## config.mk

```make
export PLATFORM = sky130hd
export DESIGN_NAME = rle4_bitmap_decoder_top_flat
export DESIGN_NICKNAME = d
export VERILOG_FILES = /design/src/design/rle4bd_pkg.sv /design/src/design/rle4bd_item_if.sv /design/src/design/rle4bd_res_if.sv /design/src/design/rle4bd_cfg_if.sv /design/src/design/rle4bd_cfg.sv /design/src/design/rle4bd_parse.sv /design/src/design/rle4_bitmap_decoder_top.sv /design/src/flat_wrapper.sv
export SDC_FILE = /design/constraint.sdc
export NUM_CORES = 1
export LEC_CHECK = 0
export ABC_AREA = 1
export BUFFER_PORTS_ARGS = -buffer_cell sky130_fd_sc_hd__buf_2
export CORE_UTILIZATION = 55
export CTS_BUF_LIST = sky130_fd_sc_hd__clkbuf_2 sky130_fd_sc_hd__clkbuf_4 sky130_fd_sc_hd__clkbuf_8
export DETAILED_ROUTE_END_ITERATION = 8
export PLACE_DENSITY = 0.72
export RECOVER_POWER = 50
export SKIP_LAST_GASP = 1
export SYNTH_ARGS = -nofsm -noshare
export SYNTH_HDL_FRONTEND = slang
export SYNTH_HIERARCHICAL = 1
export SYNTH_SLANG_ARGS = --single-unit
```

## constraint.sdc

```tcl
create_clock -name clk -period 17.6 [get_ports clk]
set_input_delay 0.88 -clock clk [delete_from_list [all_inputs] [get_ports clk]]
set_output_delay 0.88 -clock clk [all_outputs]
set_load 0.1 [all_outputs]
```

## src/design/rle4bd_pkg.sv

```systemverilog
package rle4bd_pkg;

	// Field widths fixed by the stream and register formats
	localparam int GEOM_W     = 11;
	localparam int DLEN_W     = 21;
	localparam int POS_W      = 21;
	localparam int INDEX_W    = 20;
	localparam int RUN_W      = 8;
	localparam int COLOR_W    = 4;
	localparam int BYTE_W     = 8;
	localparam int CFG_IDX_W  = 2;
	localparam int CFG_DATA_W = 21;

	localparam int DEF_MAX_WIDTH  = 1024;
	localparam int DEF_MAX_HEIGHT = 1024;

	// Register indexes
	localparam logic [CFG_IDX_W-1:0] REG_IMAGE_WIDTH  = 2'd0;
	localparam logic [CFG_IDX_W-1:0] REG_IMAGE_HEIGHT = 2'd1;
	localparam logic [CFG_IDX_W-1:0] REG_DATA_LENGTH  = 2'd2;

	// Parse phases
	localparam logic [2:0] PH_COUNT  = 3'd0;
	localparam logic [2:0] PH_COLOR  = 3'd1;
	localparam logic [2:0] PH_ESCAPE = 3'd2;
	localparam logic [2:0] PH_DX     = 3'd3;
	localparam logic [2:0] PH_DY     = 3'd4;
	localparam logic [2:0] PH_ABS    = 3'd5;
	localparam logic [2:0] PH_PAD    = 3'd6;

	// Escape codes
	localparam logic [BYTE_W-1:0] ESC_EOL   = 8'd0;
	localparam logic [BYTE_W-1:0] ESC_EOI   = 8'd1;
	localparam logic [BYTE_W-1:0] ESC_DELTA = 8'd2;

	localparam logic KIND_RUN  = 1'b0;
	localparam logic KIND_DONE = 1'b1;

	localparam logic [POS_W-1:0] POS_SAT = {POS_W{1'b1}};

	typedef struct packed {
		logic              start_image;
		logic [BYTE_W-1:0] data_byte;
	} item_t;

	typedef struct packed {
		logic               kind;
		logic [INDEX_W-1:0] start_index;
		logic [RUN_W-1:0]   run_length;
		logic [COLOR_W-1:0] first_color;
		logic [COLOR_W-1:0] second_color;
		logic               clipped;
	} result_t;

endpackage

```

## src/design/rle4bd_item_if.sv

```systemverilog
interface rle4bd_item_if import rle4bd_pkg::*; ();
	logic  valid;
	logic  ready;
	item_t data;

	modport source (output valid, output data, input ready);
	modport sink (input valid, input data, output ready);
endinterface

```

## src/design/rle4bd_res_if.sv

```systemverilog
interface rle4bd_res_if import rle4bd_pkg::*; ();
	logic    valid;
	logic    ready;
	result_t data;

	modport source (output valid, output data, input ready);
	modport sink (input valid, input data, output ready);
endinterface

```

## src/design/rle4bd_cfg_if.sv

```systemverilog
interface rle4bd_cfg_if import rle4bd_pkg::*; ();
	logic                  valid;
	logic                  ready;
	logic [CFG_IDX_W-1:0]  index;
	logic [CFG_DATA_W-1:0] data;

	modport source (output valid, output index, output data, input ready);
	modport sink (input valid, input index, input data, output ready);
endinterface

```

## src/design/rle4bd_cfg.sv

```systemverilog
module rle4bd_cfg import rle4bd_pkg::*; #(
	parameter int MAX_WIDTH  = DEF_MAX_WIDTH,
	parameter int MAX_HEIGHT = DEF_MAX_HEIGHT,
	parameter int WW         = $clog2(MAX_WIDTH + 1),
	parameter int HW         = $clog2(MAX_HEIGHT + 1),
	parameter int TW         = WW + HW
) (
	input  logic                  clk,
	input  logic                  arst_n,
	input  logic                  wr_en,
	input  logic [CFG_IDX_W-1:0]  wr_index,
	input  logic [CFG_DATA_W-1:0] wr_data,
	output logic [WW-1:0]         eff_width,
	output logic [TW-1:0]         eff_total,
	output logic [DLEN_W-1:0]     data_length
);

	logic [WW-1:0]     width_q;
	logic [HW-1:0]     height_q;
	logic [TW-1:0]     total_q;
	logic [DLEN_W-1:0] dlen_q;

	logic [GEOM_W-1:0] wr_geom;
	logic [WW-1:0]     new_width;
	logic [HW-1:0]     new_height;

	assign wr_geom = wr_data[GEOM_W-1:0];

	// clamp the written geometry into 1..MAX
	always_comb begin
		if (32'(wr_geom) > MAX_WIDTH)
			new_width = WW'(MAX_WIDTH);
		else if (wr_geom == '0)
			new_width = WW'(1);
		else
			new_width = WW'(wr_geom);

		if (32'(wr_geom) > MAX_HEIGHT)
			new_height = HW'(MAX_HEIGHT);
		else if (wr_geom == '0)
			new_height = HW'(1);
		else
			new_height = HW'(wr_geom);
	end

	// pixel total is refreshed with the write itself
	always_ff @(posedge clk or negedge arst_n) begin
		if (!arst_n) begin
			width_q  <= WW'(1);
			height_q <= HW'(1);
			total_q  <= TW'(1);
			dlen_q   <= '0;
		end else if (wr_en) begin
			case (wr_index)
				REG_IMAGE_WIDTH: begin
					width_q <= new_width;
					total_q <= TW'(new_width) * TW'(height_q);
				end
				REG_IMAGE_HEIGHT: begin
					height_q <= new_height;
					total_q  <= TW'(width_q) * TW'(new_height);
				end
				REG_DATA_LENGTH: begin
					dlen_q <= wr_data[DLEN_W-1:0];
				end
				default: begin
				end
			endcase
		end
	end

	assign eff_width   = width_q;
	assign eff_total   = total_q;
	assign data_length = dlen_q;

endmodule

```

## src/design/rle4bd_parse.sv

```systemverilog
module rle4bd_parse import rle4bd_pkg::*; #(
	parameter int MAX_WIDTH  = DEF_MAX_WIDTH,
	parameter int MAX_HEIGHT = DEF_MAX_HEIGHT,
	parameter int WW         = $clog2(MAX_WIDTH + 1),
	parameter int HW         = $clog2(MAX_HEIGHT + 1),
	parameter int TW         = WW + HW
) (
	input  logic              clk,
	input  logic              arst_n,
	input  logic              item_vld,
	input  item_t             item,
	input  logic [WW-1:0]     eff_width,
	input  logic [TW-1:0]     eff_total,
	input  logic [DLEN_W-1:0] data_length,
	output logic              res_vld,
	output result_t           res
);

	localparam int CW = (TW > POS_W) ? TW + 1 : POS_W + 1;
	localparam int SW = ((BYTE_W + WW > POS_W) ? BYTE_W + WW : POS_W) + 2;

	logic [2:0]        phase_q, phase_d;
	logic [RUN_W-1:0]  pend_q, pend_d;
	logic [POS_W-1:0]  pos_q, pos_d;
	logic [DLEN_W-1:0] bytes_q, bytes_d;
	logic [BYTE_W-1:0] dx_q, dx_d;
	logic              fin_q, fin_d;

	logic [BYTE_W-1:0]  b;
	logic [COLOR_W-1:0] hi_nib, lo_nib;
	logic [RUN_W-1:0]   abs_n, run_len;
	logic [CW-1:0]      pos_ext, total_ext, room;
	logic [RUN_W-1:0]   kept;
	logic [POS_W:0]     run_end;
	logic [POS_W-1:0]   run_pos;
	logic [SW-1:0]      delta_sum;
	logic [POS_W-1:0]   delta_pos;
	logic               at_end;
	result_t            run_res;

	assign b      = item.data_byte;
	assign hi_nib = b[7:4];
	assign lo_nib = b[3:0];

	always_comb begin
		phase_d = phase_q;
		pend_d  = pend_q;
		pos_d   = pos_q;
		bytes_d = bytes_q;
		dx_d    = dx_q;
		fin_d   = fin_q;
		if (item.start_image) begin
			phase_d = PH_COUNT;
			pend_d  = '0;
			pos_d   = '0;
			bytes_d = '0;
			dx_d    = '0;
			fin_d   = 1'b0;
		end

		// run emission, shared by encoded and absolute runs
		abs_n     = (pend_d >= RUN_W'(2)) ? RUN_W'(2) : RUN_W'(1);
		run_len   = (phase_d == PH_COLOR) ? pend_d : abs_n;
		pos_ext   = CW'(pos_d);
		total_ext = CW'(eff_total);
		at_end    = pos_ext >= total_ext;
		room      = at_end ? '0 : total_ext - pos_ext;
		kept      = (room > CW'(run_len)) ? run_len : room[RUN_W-1:0];
		run_end   = (POS_W+1)'(pos_d) + (POS_W+1)'(run_len);
		run_pos   = run_end[POS_W] ? POS_SAT : run_end[POS_W-1:0];

		run_res.kind         = KIND_RUN;
		run_res.start_index  = pos_d[INDEX_W-1:0];
		run_res.run_length   = kept;
		run_res.first_color  = hi_nib;
		run_res.second_color = (run_len == RUN_W'(1)) ? '0 : lo_nib;
		run_res.clipped      = kept < run_len;

		delta_sum = SW'(pos_d) + SW'(b) * SW'(eff_width) + SW'(dx_d);
		delta_pos = (delta_sum > SW'(POS_SAT)) ? POS_SAT : delta_sum[POS_W-1:0];

		res_vld = 1'b0;
		res     = '0;

		if (!fin_d) begin
			if (phase_d == PH_COUNT && (bytes_d >= data_length || at_end)) begin
				fin_d    = 1'b1;
				res_vld  = 1'b1;
				res.kind = KIND_DONE;
			end else begin
				if (bytes_d != POS_SAT)
					bytes_d = bytes_d + DLEN_W'(1);
				case (phase_d)
					PH_COUNT: begin
						pend_d  = b;
						phase_d = (b != '0) ? PH_COLOR : PH_ESCAPE;
					end
					PH_COLOR: begin
						res_vld = 1'b1;
						res     = run_res;
						pos_d   = run_pos;
						pend_d  = '0;
						phase_d = PH_COUNT;
					end
					PH_ESCAPE: begin
						if (b == ESC_EOL) begin
							phase_d = PH_COUNT;
						end else if (b == ESC_EOI) begin
							fin_d    = 1'b1;
							phase_d  = PH_COUNT;
							res_vld  = 1'b1;
							res.kind = KIND_DONE;
						end else if (b == ESC_DELTA) begin
							phase_d = PH_DX;
						end else begin
							pend_d  = b;
							phase_d = PH_ABS;
						end
					end
					PH_DX: begin
						dx_d    = b;
						phase_d = PH_DY;
					end
					PH_DY: begin
						pos_d   = delta_pos;
						phase_d = PH_COUNT;
					end
					PH_ABS: begin
						res_vld = 1'b1;
						res     = run_res;
						pos_d   = run_pos;
						pend_d  = (pend_d >= abs_n) ? pend_d - abs_n : '0;
						// word alignment: odd byte count takes a pad byte
						if (pend_d == '0)
							phase_d = bytes_d[0] ? PH_PAD : PH_COUNT;
					end
					default: begin
						phase_d = PH_COUNT;
					end
				endcase
			end
		end
	end

	always_ff @(posedge clk or negedge arst_n) begin
		if (!arst_n) begin
			phase_q <= PH_COUNT;
			pend_q  <= '0;
			pos_q   <= '0;
			bytes_q <= '0;
			dx_q    <= '0;
			fin_q   <= 1'b0;
		end else if (item_vld) begin
			phase_q <= phase_d;
			pend_q  <= pend_d;
			pos_q   <= pos_d;
			bytes_q <= bytes_d;
			dx_q    <= dx_d;
			fin_q   <= fin_d;
		end
	end

endmodule

```

## src/design/rle4_bitmap_decoder_top.sv

```systemverilog
// RLE4 bitmap stream decoder.
// items:   one compressed byte per transfer (data_byte), with start_image
//          set on the first byte of a new image to clear the parse state.
// results: zero or one result per byte: a clipped pixel run (kind 0) with
//          start index, length and the two alternating colors, or the
//          end-of-decoding marker (kind 1).
// cfg:     writes image_width (0), image_height (1), data_length (2);
//          always ready; to be written only while the decoder is idle (not enforced by the block).
// Throughput: one byte per cycle while results are accepted. A byte sits
// in the input register while the parser updates its state and the result
// register loads, both on the edge that moves the byte on.
// The per-byte work is one parse-state update plus, for a delta escape,
// one 8-bit by row-width multiply-add.
// Reset (arst_n low) clears the parse state and both pipeline valids and
// sets width 1, height 1, data_length 0.
// A stalled result holds in the result register; the input register
// still takes one more byte, then items.ready drops until results drain.
module rle4_bitmap_decoder_top import rle4bd_pkg::*; #(
	parameter int MAX_WIDTH  = DEF_MAX_WIDTH,
	parameter int MAX_HEIGHT = DEF_MAX_HEIGHT
) (
	input  logic         clk,
	input  logic         arst_n,
	rle4bd_item_if.sink  items,
	rle4bd_res_if.source results,
	rle4bd_cfg_if.sink   cfg
);

	localparam int WW = $clog2(MAX_WIDTH + 1);
	localparam int HW = $clog2(MAX_HEIGHT + 1);
	localparam int TW = WW + HW;

	logic              in_vld_s1;
	item_t             in_s1;
	logic              out_vld_s2;
	result_t           out_s2;
	logic              advance;
	logic              res_vld;
	result_t           res;
	logic [WW-1:0]     eff_width;
	logic [TW-1:0]     eff_total;
	logic [DLEN_W-1:0] data_length;

	assign cfg.ready = 1'b1;

	rle4bd_cfg #(
		.MAX_WIDTH (MAX_WIDTH),
		.MAX_HEIGHT(MAX_HEIGHT),
		.WW        (WW),
		.HW        (HW),
		.TW        (TW)
	) u_cfg (
		.clk        (clk),
		.arst_n     (arst_n),
		.wr_en      (cfg.valid),
		.wr_index   (cfg.index),
		.wr_data    (cfg.data),
		.eff_width  (eff_width),
		.eff_total  (eff_total),
		.data_length(data_length)
	);

	// byte moves on when the result register is free or draining
	assign advance     = in_vld_s1 && (!out_vld_s2 || results.ready);
	assign items.ready = !in_vld_s1 || advance;

	always_ff @(posedge clk or negedge arst_n) begin
		if (!arst_n)
			in_vld_s1 <= 1'b0;
		else if (items.ready)
			in_vld_s1 <= items.valid;
	end

	always_ff @(posedge clk) begin
		if (items.ready && items.valid)
			in_s1 <= items.data;
	end

	rle4bd_parse #(
		.MAX_WIDTH (MAX_WIDTH),
		.MAX_HEIGHT(MAX_HEIGHT),
		.WW        (WW),
		.HW        (HW),
		.TW        (TW)
	) u_parse (
		.clk        (clk),
		.arst_n     (arst_n),
		.item_vld   (advance),
		.item       (in_s1),
		.eff_width  (eff_width),
		.eff_total  (eff_total),
		.data_length(data_length),
		.res_vld    (res_vld),
		.res        (res)
	);

	always_ff @(posedge clk or negedge arst_n) begin
		if (!arst_n)
			out_vld_s2 <= 1'b0;
		else if (advance)
			out_vld_s2 <= res_vld;
		else if (results.ready)
			out_vld_s2 <= 1'b0;
	end

	always_ff @(posedge clk) begin
		if (advance && res_vld)
			out_s2 <= res;
	end

	assign results.valid = out_vld_s2;
	assign results.data  = out_s2;

endmodule

```

## src/flat_wrapper.sv

```systemverilog
// flat-port wrapper written by rule: the top's interface ports become plain ports
module rle4_bitmap_decoder_top_flat import rle4bd_pkg::*;
#(
	parameter int MAX_WIDTH  = DEF_MAX_WIDTH,
	parameter int MAX_HEIGHT = DEF_MAX_HEIGHT
)
  (clk, arst_n, items_valid, items_data, items_ready, results_valid, results_data, results_ready, cfg_valid, cfg_index, cfg_data, cfg_ready);
  rle4bd_item_if items_i ();
  rle4bd_res_if results_i ();
  rle4bd_cfg_if cfg_i ();
  input  logic clk;
  input  logic arst_n;
  input wire logic [$bits(items_i.valid)-1:0] items_valid;
  input wire logic [$bits(items_i.data)-1:0] items_data;
  output wire logic [$bits(items_i.ready)-1:0] items_ready;
  output wire logic [$bits(results_i.valid)-1:0] results_valid;
  output wire logic [$bits(results_i.data)-1:0] results_data;
  input wire logic [$bits(results_i.ready)-1:0] results_ready;
  input wire logic [$bits(cfg_i.valid)-1:0] cfg_valid;
  input wire logic [$bits(cfg_i.index)-1:0] cfg_index;
  input wire logic [$bits(cfg_i.data)-1:0] cfg_data;
  output wire logic [$bits(cfg_i.ready)-1:0] cfg_ready;
  assign items_i.valid = items_valid;
  assign items_i.data = items_data;
  assign items_ready = items_i.ready;
  assign results_valid = results_i.valid;
  assign results_data = results_i.data;
  assign results_i.ready = results_ready;
  assign cfg_i.valid = cfg_valid;
  assign cfg_i.index = cfg_index;
  assign cfg_i.data = cfg_data;
  assign cfg_ready = cfg_i.ready;
  rle4_bitmap_decoder_top #(.MAX_WIDTH(MAX_WIDTH), .MAX_HEIGHT(MAX_HEIGHT)) u_core (.clk(clk), .arst_n(arst_n), .items(items_i), .results(results_i), .cfg(cfg_i));
endmodule
```

==> results.yml, run 1 <==
logic_synthesis:
  synth-edff-count: 47
  netlist_instances: 3399
  ys_types: 65
  synth_seq_area_share_pct: 18.80
  ys_ff_latch: 176
  yosysWarnings: 6
  synthesis.nets: 3925
  syn_area_per_cell_um2: 7.268
  synthFlopType: "dfrtp_1"
  syn-cell-area_um2: 24700
  synthArstFlopShare_pct: 73.30
route:
  drc: 0
  detail-route-antenna-nets: 0
  drtPass1Iterations: 6
  viasPerCell: 5.579
  drtIter0Drc: 2127
  totalWireLength_mm: 75.87
  vias: 22454
  wl_per_cell_um: 18.85
finish:
  multi_input_area_um2: 16920
  final_common_cell: "nand2_1"
  mostFrequentLayoutCells: "803 x nand2_1, 693 x inv_1, 399 x nor2_1, 250 x ha_1, 239 x fa_1"
  area_growth_pct: 4.508
  regArea_um2: 4643
  antenna_cells: 0
  fin_cells: 4025
  fill_cells: 4260
  drive_above_1_share_pct: 6.263
  nets: 3946
sta:
  hold_viol_final: 0
  post-route-min-period_ns: 7.194
  timing.final.crit_share_pct: 40.88
  worst_slew_pin_slew_ns: 3.846
  max_slew_margin_pct: -156.4
  clock_skew_ns: 0.02334
  rsz0062_at_grt: "no"
  fin_tns_setup_ns: 0
  setup_viol: 0
  finalWorstSetupSlack_ns: 10.41
  maxClockFrequency_mhz: 139.0
  drv_slew: 194
floorplan:
  die_w_um: 213.9
  row_count: 77
  initial_core_util_pct: 55.86
  die_h_um: 213.9
  core_area_um2: 44220
  io_pins: 78
  dieArea_um2: 45770
critical_path:
  crit_top_cell: "nand2_1"
  path_class: "flip-flop to flip-flop"
  critPathMaxFanout: 58
  crit_path_end_kind: "flip-flop"
  max_stage_delay_ns: 0.75
  crit_required_ns: 17.98
  cp_slowest_cell: "nor3_1"
  cp_data_arrival_time_ns: 7.57
  start_kind: "flip-flop"
run_status:
  status: "finished, violations left"
  violations: "capacitance limit, slew limit"
global_routing:
  antenna_found_initial: 0
  grt_max_degree: 69
  grt_pass1_wl_mm: 122.5
  overflow: 0
  grtUsageTotal_pct: 34.44
  grt_pass1_vias: 22933
power:
  ir_drop_mv: 0.1312
  cellLeakagePower_nw: 14.08
  pwr_density_cell_nw_per_um2: 147.5
  p_total_mw: 3.808
clocking:
  clockRootBuffer: "clkbuf_8"
  clk_latency_ns: 0.59
  post_cts_resized: 0
  cts_buffers: 17
  postCtsSetupRepairBufs: 0
  h-tree-depth: 4
  cts_tree: "done"
  clock_path_buffers: 2
  clk_pin_slew_ns: 0.10
  postCtsHoldBufs: 0
  clkSinkCount: 176
flow_run:
  max_cap_violations: 4
min_path:
  worstHoldPathType: "input pin to flip-flop"
placed_design:
  gp_congestion: 0.9927
  io_buffers: 76
  dp_hpwl_mm: 61.03
  place_ws_ns: 10.51
  placedCellCount: 3993
## final cells by class
| type | instances | area share [%] |
|---|---|---|
| repair buffers | 87 | 1.677 |
| multi-input cells | 2411 | 65.52 |
| flip-flops and latches | 176 | 17.99 |
| inverters | 727 | 10.60 |
| well taps | 592 | 2.869 |
| clock buffers | 21 | 1.023 |
| clock inverters | 11 | 0.3247 |
## per-stage QoR
step	instance area [µm²]	hold slack [ns]	util, %
6_report	25820	0.4787	58.38
3_5_place_dp	25520	0.4697	57.72
4_1_cts	25870	0.2788	58.51
5_1_grt	25820	0.4495	58.38
2_1_floorplan	24700	0.4488	-
3_3_place_gp	25520	0.4624	57.72
## critical path, delay by kind of cell, from the launching register on
family	cells	cell delay, ns
flip-flops	1	0.37
buffers and inverters	3	0.70
AO/OA/AOI/OAI	2	0.49
adder cells (fa/ha/maj)	3	1.13
AND/OR/NAND/NOR	27	4.27
## metal layers
metal / vias to the layer above / wire length, µm / global-route usage [%]
met3: 184 / 5512 / 5.501
met1: 10789 / 30510 / 43.08
met4: 0 / 3322 / 15.92
li1: 10529 / - / -
met2: 952 / 36520 / 58.34
met5: - / 0 / 0
## registers in the layout, indices dropped and copies added (netlist names), 9 cells and up
name and cells:
u_core/in_s1 9, u_core/results.data 38, u_core/u_cfg/data_length 21, u_core/u_cfg/eff_total 22, u_core/u_cfg/eff_width 11, u_core/u_cfg/height_q 11
u_core/u_parse/bytes_q 21, u_core/u_parse/pos_q 21
## cell usage after synthesis, drive strengths merged (3+ instances only)
cell type,n,area share [%]
nor4,12,0.33
a211oi,4,0.12
a31oi,12,0.30
nand4,31,0.79
ha,250,13
o21bai,5,0.15
o22ai,11,0.28
a22oi,9,0.27
a32oi,3,0.11
nand3,127,2.7
or2,6,0.15
mux2,10,0.46
o21ai,162,3.4
nand3b,13,0.40
o211ai,9,0.27
buf,38,0.85
xor2,45,1.6
edfxtp,47,5.7
dfstp,3,0.32
and2,3,0.076
dfrtp,126,13
clkinv,7,0.13
a221oi,5,0.18
nor2,428,7.1
xnor2,19,0.76
clkbuf,47,0.75
nand2,819,13
nor3,36,1.0
inv,720,11
fa,239,19
a21oi,131,2.7
a21o,5,0.15
## cell families (layout without fill, tap and decap cells)
group | Yosys count | count (layout) | synth area share, %
multiplexers | 11 | 11 | 0.4964
XOR/XNOR | 64 | 64 | 2.360
adder cells (fa/ha/maj) | 489 | 489 | 32.03
AO/OA/AOI/OAI | 367 | 367 | 8.281
buffers and inverters | 812 | 846 | 12.68
other | 1 | 1 | 0.01518
AND/OR/NAND/NOR | 1479 | 1479 | 25.34
flip-flops | 176 | 176 | 18.80
## path summary, 6_finish.rpt
| kind | from | end | slack (ns) | cells after the start |
|---|---|---|---|---|
| max | u_core/in_s1[8]$_DFFE_PP_ | u_core/results.data[0]$_DFFE_PP_ | 10.41 | 35 |
| min | items_data[6] | u_core/in_s1[6]$_DFFE_PP_ | 0.48 | 1 |
| max reg2reg | u_core/in_s1[8]$_DFFE_PP_ | u_core/results.data[0]$_DFFE_PP_ | 10.41 | 35 |
| min in group asynchronous | arst_n | u_core/u_cfg/data_length[19]$_DFFE_PN0P_ | 1.61 | 1 |
| max in group asynchronous | arst_n | u_core/u_cfg/eff_total[13]$_DFFE_PN0P_ | 11.07 | 2 |
| min reg2reg | u_core/u_parse/bytes_q[1]$_DFFE_PN0P_ | u_core/u_parse/bytes_q[1]$_DFFE_PN0P_ | 0.49 | 2 |
## power breakdown
group          internal (mW)  switching (mW)  total, mW
sequential             0.541          0.0913      0.632
clock                  0.104           0.171      0.274
combinational          0.899            2.00       2.90
Note: power is estimated with default switching activity, not from simulation.
==> inputs of run 2 (changes only) <==
--- a/config.mk
+++ b/config.mk
@@ -10,7 +10,7 @@
 export CORE_UTILIZATION = 55
 export CTS_BUF_LIST = sky130_fd_sc_hd__clkbuf_2 sky130_fd_sc_hd__clkbuf_4 sky130_fd_sc_hd__clkbuf_8
 export DETAILED_ROUTE_END_ITERATION = 8
-export PLACE_DENSITY = 0.72
+export PLACE_DENSITY = 0.75
 export RECOVER_POWER = 50
 export SKIP_LAST_GASP = 1
 export SYNTH_ARGS = -nofsm -noshare
==> constraint.sdc (replaced) <==
create_clock -name clk -period 6.1 [get_ports clk]
set_input_delay 0.305 -clock clk [delete_from_list [all_inputs] [get_ports clk]]
set_output_delay 0.305 -clock clk [all_outputs]
set_load 0.1 [all_outputs]
==> run 2 against run 1 <==
The run still ends with capacitance limit, slew limit left. Register-to-register slack worse by 10 ns. Utilization grew 1.8 points. Fmax grew 25%. Final cell count rose by 2.4%. Worst setup slack worse by 10 ns.
==> results.yml, run 2 (synthesis results as in run 1) <==
finish:
  largest_reg_flops: 38
  final_cell_area_um2: 26610
  area_growth_pct: 7.709
  drive_above_1_share_pct: 7.278
  antenna_cells: 0
  mostFrequentLayoutCells: "803 x nand2_1, 693 x inv_1, 400 x nor2_1, 250 x ha_1, 239 x fa_1"
  final_common_cell: "nand2_1"
  nets: 4044
  final_core_util_pct: 60.17
sta:
  finalHoldWorstSlack_ns: 0.04729
  drv_slew: 194
  fin_tns_setup_ns: 0
  clock_skew_ns: 0.02671
  worst_slew_pin_slew_ns: 3.741
  max_slew_margin_pct: -149.4
  setup_viol: 0
  hold_viol_final: 0
  timing.final.crit_share_pct: 94.46
  maxClockFrequency_mhz: 173.5
  post-route-min-period_ns: 5.762
  finalWorstSetupSlack_ns: 0.3378
  rsz0062_at_grt: "no"
min_path:
  worstHoldPathType: "input pin to flip-flop"
route:
  topRoutingLayerUsed: "met4"
  drtPass1Iterations: 6
  wl_met1_mm: 30.14
  wl_met3_mm: 6.426
  wl_per_cell_um: 17.20
  detail-route-antenna-nets: 0
  totalWireLength_mm: 70.90
  vias: 22178
  wl_met2_mm: 31.76
  drtIter0Drc: 2222
  drc: 0
  viasPerCell: 5.379
placed_design:
  io_buffers: 76
  place_ws_ns: 0.3352
  gp_congestion: 0.9702
  dp_hpwl_mm: 57.55
  placed_cell_area_um2: 26090
floorplan:
  core_area_um2: 44220
  die_w_um: 213.9
  die_h_um: 213.9
  io_pins: 78
  dieArea_um2: 45770
  initial_core_util_pct: 55.86
  row_count: 77
clocking:
  cts_buffers: 17
  clock_path_buffers: 2
  cts_tree: "done"
  clkSinkCount: 176
  clockRootBuffer: "clkbuf_8"
  h-tree-depth: 4
  clk_latency_ns: 0.59
  clk_pin_slew_ns: 0.10
run_status:
  status: "finished, violations left"
  violations: "capacitance limit, slew limit"
critical_path:
  start_kind: "flip-flop"
  critPathMaxFanout: 6
  path_class: "flip-flop to flip-flop"
  crit_path_end_kind: "flip-flop"
  cp_data_arrival_time_ns: 6.23
  crit_required_ns: 6.57
power:
  p_sw_mw: 6.341
  pwr_density_cell_nw_per_um2: 414.2
  ir_drop_mv: 0.3503
  seqPwrFrac_pct: 16.3
  intPower_mw: 4.678
  p_sw_share_pct: 57.54
  p_comb_share_pct: 76.1
  cellLeakagePower_nw: 14.50
  power_frac_clock_pct: 7.7
global_routing:
  grt_pass1_vias: 22132
  grt_pass1_wl_mm: 116.5
  grtUsageTotal_pct: 32.45
  overflow: 0
  grt_max_degree: 70
  antenna_found_initial: 0
flow_run:
  max_cap_violations: 4
==> run 2: layout make-up <==
cell class | count | area (µm²)
tap | 592 | 740.7
clock buffer | 18 | 241.5
fill | 4123 | 17610
inverter | 727 | 2736
timing repair buffer | 185 | 1202
sequential | 176 | 4643
clock inverter | 14 | 130.1
multi-input combinational | 2411 | 16910
==> run 2: metrics by stage <==
stage | total power, mW | cells
2_1_floorplan | 7.874 | 3399
3_3_place_gp | 9.999 | 4067
3_5_place_dp | 10.07 | 4067
4_1_cts | 10.99 | 4122
5_1_grt | 12.17 | 4123
6_report | 11.02 | 4123
==> run 2: final timing paths <==
path                       cells past startpoint                                  endpoint                                  start  slack [ns]
hold reg to reg                                2     u_core/u_parse/bytes_q[1]$_DFFE_PN0P_  u_core/u_parse/bytes_q[1]$_DFFE_PN0P_        0.49
hold / removal                                 3     u_core/u_cfg/eff_width[5]$_DFFE_PN0P_                            cfg_data[5]        0.05
setup / recovery                              27       u_core/u_parse/pos_q[3]$_DFFE_PN0P_              u_core/in_s1[8]$_DFFE_PP_        0.34
max in group asynchronous                      3      u_core/u_parse/pos_q[17]$_DFFE_PN0P_                                 arst_n        1.25
min in group asynchronous                      2  u_core/u_cfg/data_length[15]$_DFFE_PN0P_                                 arst_n        1.55
setup reg to reg                              27       u_core/u_parse/pos_q[3]$_DFFE_PN0P_              u_core/in_s1[8]$_DFFE_PP_        0.34
==> run 2: what timing repair did <==
| action | 4_1_cts | 5_1_grt |
|---|---|---|
| hold endpoints to repair | 79 | 0 |
| resized for setup | 0 | 0 |
| endpoints found under the setup margin | 0 | 3 |
| setup buffers | 0 | 1 |
| hold buffers | 23 | 0 |
==> run 2: power by group through the flow <==
stage	Clock (mW)	Combinational (mW)	Sequential, mW
floorplan	0	5.55	2.32
global placement	0	8.19	1.81
detailed placement	0	8.26	1.81
CTS	0.872	8.33	1.79
global route	0.911	9.44	1.83
finish	0.846	8.38	1.79
==> run 2: metal layers <==
metal  track usage (%)  vias to the layer above
met4             13.00                        0
met1             43.51                    10352
met3             6.724                      148
met5                 0                        -
met2             51.28                      935
li1                  -                    10743
==> run 2: critical path, cell delays in order, from the launching register on <==
cell and delay (ns):
edfxtp_1 0.45, buf_4 0.19, nor2_1 0.18, inv_1 0.10
fa_1 0.49, inv_1 0.05, fa_1 0.49, inv_1 0.05
fa_1 0.53, inv_1 0.05, fa_1 0.48, inv_1 0.05
fa_1 0.51, inv_1 0.05, ha_1 0.32, a21oi_1 0.20
o21ai_0 0.11, nand2_1 0.07, nand2_1 0.06, nand2_1 0.08
nand3_1 0.07, nand2_1 0.08, nand3_1 0.16, buf_4 0.20
o21ai_0 0.30, o2111ai_1 0.17, o21ai_0 0.12, inv_1 0.06
